<file path="config.mk">
export PLATFORM = sky130hd
export DESIGN_NAME = button_debounce_long_press
export DESIGN_NICKNAME = d
export VERILOG_FILES = /design/src/rtl/bdlp_pkg.sv /design/src/rtl/bdlp_press.sv /design/src/rtl/button_debounce_long_press.sv
export SDC_FILE = /design/constraint.sdc
export NUM_CORES = 1
export LEC_CHECK = 0
export BUFFER_PORTS_ARGS = -buffer_cell sky130_fd_sc_hd__buf_2
export CAP_MARGIN = 5
export CORE_MARGIN = 5
export CORE_UTILIZATION = 62
export CTS_CLUSTER_DIAMETER = 60
export DETAILED_ROUTE_END_ITERATION = 6
export HOLD_SLACK_MARGIN = 0.12
export PLACE_DENSITY_LB_ADDON = 0.05
export REMOVE_ABC_BUFFERS = 1
export SLEW_MARGIN = 20
export SYNTH_ARGS = -nofsm -noshare
export SYNTH_HDL_FRONTEND = slang
export SYNTH_SLANG_ARGS = --single-unit
</file>
<file path="constraint.sdc">
create_clock -name clk -period 12.7 [get_ports clk]
set_clock_uncertainty 0.2 [all_clocks]
set_input_delay 1.905 -clock clk [delete_from_list [all_inputs] [get_ports clk]]
set_output_delay 1.905 -clock clk [all_outputs]
set_load 0.01 [all_outputs]
</file>
<file path="src/rtl/bdlp_pkg.sv">
package bdlp_pkg;

  // elapsed tick counters, saturating at all ones
  localparam int TICK_W = 17;

  localparam int CFG_W     = 16;
  localparam int CFG_IDX_W = 2;
  localparam int COUNT_W   = 16;
  localparam int OUT_AXIS_W = 12;

  localparam logic [CFG_W-1:0] DEBOUNCE_RST   = 16'd50;
  localparam logic [CFG_W-1:0] LONG_PRESS_RST = 16'd1000;

  typedef enum logic [CFG_IDX_W-1:0] {
    REG_DEBOUNCE   = 2'd0,
    REG_LONG_PRESS = 2'd1,
    REG_INVERT     = 2'd2
  } cfg_reg_t;

  typedef struct packed {
    logic               pressed;
    logic               flag;
    logic [COUNT_W-1:0] count;
  } press_status_t;

endpackage

</file>
<file path="src/rtl/bdlp_press.sv">
module bdlp_press (
  input  logic                        clk,
  input  logic                        rst,
  input  logic                        tick,
  input  logic                        button_level,
  input  logic                        ack_long_press,
  input  logic [bdlp_pkg::CFG_W-1:0]  debounce_ms,
  input  logic [bdlp_pkg::CFG_W-1:0]  long_press_ms,
  output bdlp_pkg::press_status_t     status
);
  import bdlp_pkg::*;

  logic               last_raw, last_raw_next;
  logic               stable, stable_next;
  logic [TICK_W-1:0]  since_change, since_change_next;
  logic [TICK_W-1:0]  since_release, since_release_next;
  logic               armed, armed_next;
  logic               pending, pending_next;
  logic [COUNT_W-1:0] total, total_next;
  logic               raw;

  assign raw = ~button_level;

  always_comb begin
    last_raw_next      = last_raw;
    stable_next        = stable;
    armed_next         = armed;
    pending_next       = pending;
    total_next         = total;
    since_change_next  = (&since_change) ? since_change : since_change + 1'b1;
    since_release_next = (&since_release) ? since_release : since_release + 1'b1;

    if (raw != last_raw) begin
      last_raw_next     = raw;
      since_change_next = '0;
    end

    if (since_change_next > TICK_W'(debounce_ms)) begin
      stable_next = raw;
      if (raw && (since_release_next > TICK_W'(long_press_ms))) begin
        if (armed) begin
          total_next   = total + 1'b1;
          armed_next   = 1'b0;
          pending_next = 1'b1;
        end
      end else begin
        armed_next = 1'b1;
      end
      if (!raw) begin
        since_release_next = '0;
      end
    end
  end

  // result reports the flag before this tick's acknowledge
  assign status.pressed = stable_next;
  assign status.flag    = pending_next;
  assign status.count   = total_next;

  always_ff @(posedge clk) begin
    if (rst) begin
      last_raw      <= 1'b1;
      stable        <= 1'b0;
      since_change  <= '0;
      since_release <= '0;
      armed         <= 1'b1;
      pending       <= 1'b0;
      total         <= '0;
    end else if (tick) begin
      last_raw      <= last_raw_next;
      stable        <= stable_next;
      since_change  <= since_change_next;
      since_release <= since_release_next;
      armed         <= armed_next;
      pending       <= pending_next & ~ack_long_press;
      total         <= total_next;
    end
  end

endmodule

</file>
<file path="src/rtl/button_debounce_long_press.sv">
// Debounced push button with long-press detection and joystick axis pass-through.
// Each input transfer is one millisecond tick carrying the active-low button pin,
// two ADC axis samples and a long-press acknowledge; each produces exactly one
// result transfer. The block takes one tick per clock while the sink keeps up: the
// whole state update is combinational compare and counter logic feeding the result
// register, and a new tick is accepted whenever that register is empty or being
// drained, so the result appears in the cycle after its tick is accepted. The raw
// level becomes the stable state once it has stayed unchanged for more
// than debounce_ms ticks; a stable press seen more than long_press_ms ticks after
// the last stable release sets a sticky flag and bumps a wrapping 16-bit count,
// once per press. Configuration is written through cfg_we/cfg_index/cfg_data
// (0 debounce_ms, 1 long_press_ms, 2 invert_axes; other indexes are ignored) and
// must only change while the block is idle.
module button_debounce_long_press #(
  parameter int ADC_BITS = 12
) (
  input  logic                            clk,
  input  logic                            rst,
  // s_axis_tdata: [0] button_level, [12:1] x_sample, [24:13] y_sample,
  // [25] ack_long_press, rest zero
  input  logic                            s_axis_tvalid,
  output logic                            s_axis_tready,
  input  logic [31:0]                     s_axis_tdata,
  // m_axis_tdata: [0] pressed, [1] long_press_flag, [17:2] long_press_count,
  // [29:18] x_out, [41:30] y_out, rest zero
  output logic                            m_axis_tvalid,
  input  logic                            m_axis_tready,
  output logic [47:0]                     m_axis_tdata,
  input  logic                            cfg_we,
  input  logic [bdlp_pkg::CFG_IDX_W-1:0]  cfg_index,
  input  logic [bdlp_pkg::CFG_W-1:0]      cfg_data
);
  import bdlp_pkg::*;

  // working width for the axis math: wide enough for both the sample and ADC range
  localparam int AW = (ADC_BITS > OUT_AXIS_W) ? ADC_BITS : OUT_AXIS_W;
  localparam logic [AW-1:0] ADC_MASK = AW'((64'd1 << ADC_BITS) - 64'd1);

  // configuration registers
  logic [CFG_W-1:0] debounce_ms;
  logic [CFG_W-1:0] long_press_ms;
  logic             invert_axes;

  // input fields
  logic                  button_level;
  logic [OUT_AXIS_W-1:0] x_sample;
  logic [OUT_AXIS_W-1:0] y_sample;
  logic                  ack_long_press;

  logic                  s_xfer;
  press_status_t         status;
  logic [OUT_AXIS_W-1:0] x_axis, y_axis;

  // result register
  logic                  out_valid;
  press_status_t         out_status;
  logic [OUT_AXIS_W-1:0] x_out, y_out;

  // last reported count, only for checking
  logic [COUNT_W-1:0]    rpt_count;

  assign button_level   = s_axis_tdata[0];
  assign x_sample       = s_axis_tdata[12:1];
  assign y_sample       = s_axis_tdata[24:13];
  assign ack_long_press = s_axis_tdata[25];

  // take a new tick when the result slot is free or emptying this cycle
  assign s_axis_tready = ~out_valid | m_axis_tready;
  assign s_xfer        = s_axis_tvalid & s_axis_tready;

  always_ff @(posedge clk) begin
    if (rst) begin
      debounce_ms   <= DEBOUNCE_RST;
      long_press_ms <= LONG_PRESS_RST;
      invert_axes   <= 1'b0;
    end else if (cfg_we) begin
      unique case (cfg_reg_t'(cfg_index))
        REG_DEBOUNCE:   debounce_ms   <= cfg_data;
        REG_LONG_PRESS: long_press_ms <= cfg_data;
        REG_INVERT:     invert_axes   <= cfg_data[0];
        default: ;
      endcase
    end
  end

  bdlp_press u_press (
    .clk            (clk),
    .rst            (rst),
    .tick           (s_xfer),
    .button_level   (button_level),
    .ack_long_press (ack_long_press),
    .debounce_ms    (debounce_ms),
    .long_press_ms  (long_press_ms),
    .status         (status)
  );

  // mask to the converter range, optionally invert (max minus sample is an xor
  // once masked), then report the low 12 bits
  always_comb begin
    logic [AW-1:0] xs, ys;
    xs = AW'(x_sample) & ADC_MASK;
    ys = AW'(y_sample) & ADC_MASK;
    if (invert_axes) begin
      xs = xs ^ ADC_MASK;
      ys = ys ^ ADC_MASK;
    end
    x_axis = xs[OUT_AXIS_W-1:0];
    y_axis = ys[OUT_AXIS_W-1:0];
  end

  always_ff @(posedge clk) begin
    if (rst) begin
      out_valid <= 1'b0;
      rpt_count <= '0;
    end else if (s_xfer) begin
      out_valid <= 1'b1;
      rpt_count <= status.count;
    end else if (m_axis_tready) begin
      out_valid <= 1'b0;
    end
  end

  always_ff @(posedge clk) begin
    if (s_xfer) begin
      out_status <= status;
      x_out      <= x_axis;
      y_out      <= y_axis;
    end
  end

  assign m_axis_tvalid = out_valid;
  assign m_axis_tdata  = {6'd0, y_out, x_out, out_status.count, out_status.flag,
                          out_status.pressed};

  // an empty result slot never holds off the source
  a_ready_when_empty: assert property (@(posedge clk) disable iff (rst)
    !out_valid |-> s_axis_tready)
    else $error("input stalled with empty result register");

  // the count only moves on a stable press, and then raises the flag
  a_count_needs_press: assert property (@(posedge clk) disable iff (rst)
    (s_xfer && status.count != rpt_count) |-> (status.flag && status.pressed))
    else $error("long-press count moved without a flagged press");

  // the count moves by at most one per tick
  a_count_step: assert property (@(posedge clk) disable iff (rst)
    (s_xfer && status.count != rpt_count) |-> status.count == rpt_count + 1'b1)
    else $error("long-press count jumped");

endmodule
</file>
==> impl_metrics.yaml <==
die:
  die_h_um: 116
  coreArea_um2: 10900
  rows: 38
  initial_utilization: 0.640
  die_x_um: 116
  boundaryPins: 105
  die_area_um2: 13500
setup_path:
  cp_max_fo: 26
  crit_path_cell_trace: "buf_2, xnor2_1, buf_4, nor2_1, ha_1, nand2_1, o21a_1, o211ai_1, o21ai_0, a221oi_4, nand2_1, mux2_1"
  worstPathRequired_ns: 12.66
  arrival_ns: 5.01
  worstSetupStartpointType: "input pin"
  cp-end-kind: "flip-flop"
  critical_path_class: "in -> reg"
  reg2reg_to: "m_axis_tdata[3]$_DFFE_PP_"
  reg2regPathDepth: 16
  crit_path_frequent_cell: "nand2_1"
  max_stage_delay_ns: 0.71
  critPathSlowestCell: "a221oi_4"
  timing.rr.start: "u_press.since_change[0]$_SDFFE_PP0P_"
  rrSetupSlack_ns: 7.88
cts:
  post_cts_buffers: 0
  clockBufferDepth: 2
  cts-root-buf: "clkbuf_16"
  cts_buffers: 17
  clock_sinks: 130
  hold_buffers: 0
  htreeDepth: 4
  clock_latency_ns: 0.42
  cts_tree: "built"
  clk_pin_slew_ns: 0.06
  cts.repair.resized: 0
timing:
  min_period_ns: 5.04
  final.setup.tns_ns: 0
  worst_pin_slew_ns: 0.931
  setup_viol: 0
  whs_ns: 0.254
  rsz0062_at_grt: "no"
  hold_viol: 0
  period_share: 0.397
  maxSlewHeadroom: 0.379
  finalMaxSlewViolations: 0
  max_freq_mhz: 198
final_layout:
  stdcell_area_um2: 8090
  area_growth_pct: 15.6
  final_common_cell: "nand2_1"
  post-route-util: 0.740
  final_cell_mix: "nand2_1, buf_2, dfxtp_1"
  diodes: 0
  finalNetCount: 955
  drive_gt1_frac: 0.175
synthesis:
  synth_area_leaders: "dfxtp_1, edfxtp_1, ha_1"
  synth_top_flop_cell: "dfxtp_1"
  synthArstFlopShare: 0
  synth-edff-count: 42
  yosys.area.top_type_share: 0.252
  syn_area_per_cell_um2: 8.87
  synth_area_um2: 7000
  yosysUniqueCellTypes: 67
  yosysSeqAreaShare: 0.432
  yosysTopAreaCell: "dfxtp_1"
  ys_warn_count: 0
  ys_ff_latch: 130
  syn_inst: 789
job:
  cap_violations: 0
power_and_ir_drop:
  leakage_nw: 3.31
  p_total_mw: 1.02
  vdd.ir_drop.worst_mv: 0.0703
  power_density_nw_per_um2: 126
hold_path:
  hold_class: "reg -> reg"
  hold_end: "debounce_ms[13]$_SDFFE_PP0P_"
  min_path_cells: 2
  hold_start: "debounce_ms[13]$_SDFFE_PP0P_"
detailed_routing:
  drtPass1Iterations: 5
  vias: 6041
  ant_nets: 0
  drc_errors: 0
  first_iter_violations: 444
  viasPerCell: 5.93
  routed_wl_um: 16600
  wl_per_cell_um: 16.3
placed_design:
  postPlaceCellArea_um2: 7490
  dp_hpwl_um: 11200
  routabilityCongestion: 0.854
  io_buffers: 92
global_routing:
  grt_max_degree: 79
  track_usage: 0.254
  grt-ovfl-total: 0
  grt_antenna_before_repair: 0
  grt_pass1_wl_um: 27200
  first_global_vias: 5867
outcome:
  status: "complete, no violations"
==> stage by stage <==
step,setup slack [ns],instances
after global routing,7.49,1018
after global placement,7.32,986
after floorplan,7.15,746
after CTS,7.71,1018
after detailed placement,7.28,986
final,7.66,1018
==> worst max-delay path by stage <==
| stage | start | end | slack (ns) | cells after the start |
|---|---|---|---|---|
| 3_5_place_dp | s_axis_tdata[0] | m_axis_tdata[3]$_DFFE_PP_ | 7.28 | 12 |
| 3_3_place_gp | s_axis_tdata[0] | m_axis_tdata[3]$_DFFE_PP_ | 7.32 | 12 |
| 6_report | s_axis_tdata[0] | m_axis_tdata[3]$_DFFE_PP_ | 7.66 | 12 |
| 5_1_grt | s_axis_tdata[0] | m_axis_tdata[3]$_DFFE_PP_ | 7.49 | 12 |
| 2_1_floorplan | s_axis_tdata[0] | u_press.since_release[9]$_SDFFE_PP0P_ | 7.15 | 10 |
| 4_1_cts | s_axis_tdata[0] | m_axis_tdata[3]$_DFFE_PP_ | 7.71 | 12 |
==> report_power, final <==
| group | switching (mW) | internal (mW) |
|---|---|---|
| sequential | 0.00590 | 0.444 |
| clock | 0.185 | 0.313 |
| combinational | 0.0487 | 0.0266 |
==> worst max-delay path, delay by kind of cell <==
kind                       cells  cell delay (ns)
AOI/OAI and AO/OA              4             1.38
and+or+nand+nor                3             0.38
buffers and inverters          2             0.49
xor gates and xnor gates       1             0.15
adders and majority gates      1             0.32
muxes                          1             0.36
==> flip-flops by register name, indices dropped and copies added (netlist names), 12 cells and up <==
register and flops:
long_press_ms 16, x_out 12, y_out 12, u_press.total 16, u_press.since_release 17, m_axis_tdata 18
debounce_ms 16, u_press.since_change 17
==> routing by layer <==
layer  global-route usage  vias up  wire, µm
met4               0.0982        0       351
met1                0.302     2874      6900
met3               0.0477       37      1090
met2                0.454      207      8250
li1                     -     2923         -
met5                    0        -         0
==> synthesized netlist by cell type, drive strengths merged, types with 3 or more instances <==
| cell | instances |
|---|---|
| xnor2 | 30 |
| a211o | 11 |
| a311oi | 8 |
| nand2 | 110 |
| and2 | 3 |
| a22oi | 7 |
| nor3 | 13 |
| mux2 | 3 |
| a21o | 4 |
| nand3b | 6 |
| ha | 35 |
| nand4b | 5 |
| or3 | 4 |
| and3 | 18 |
| clkbuf | 34 |
| o21a | 4 |
| dfxtp | 88 |
| nand3 | 31 |
| nor2 | 70 |
| nor4 | 3 |
| buf | 14 |
| inv | 43 |
| o21ai | 24 |
| and4 | 8 |
| nand4 | 11 |
| edfxtp | 42 |
| a31o | 6 |
| a31oi | 11 |
| a21oi | 69 |
| o211ai | 5 |
| o31ai | 4 |
| xor2 | 37 |
==> layout make-up <==
| class | instances | area (µm²) |
|---|---|---|
| multi-input cells | 573 | 3610 |
| flip-flops and latches | 130 | 3020 |
| fillers | 775 | 2850 |
| repair buffers | 100 | 520 |
| clock buffers | 19 | 443 |
| well taps | 140 | 175 |
| inverters | 43 | 161 |
| clock inverters | 13 | 158 |
==> logic make-up after synthesis <==
| kind of cell | share of synthesized area |
|---|---|
| AO/OA/AOI/OAI | 0.158 |
| flip-flops | 0.432 |
| adder cells (fa/ha/maj) | 0.0626 |
| buffers and inverters | 0.0559 |
| AND/OR/NAND/NOR | 0.201 |
| other | 0.000536 |
| XOR/XNOR | 0.0838 |
| multiplexers | 0.00626 |
No activity file was read; power rests on OpenSTA's default activity.
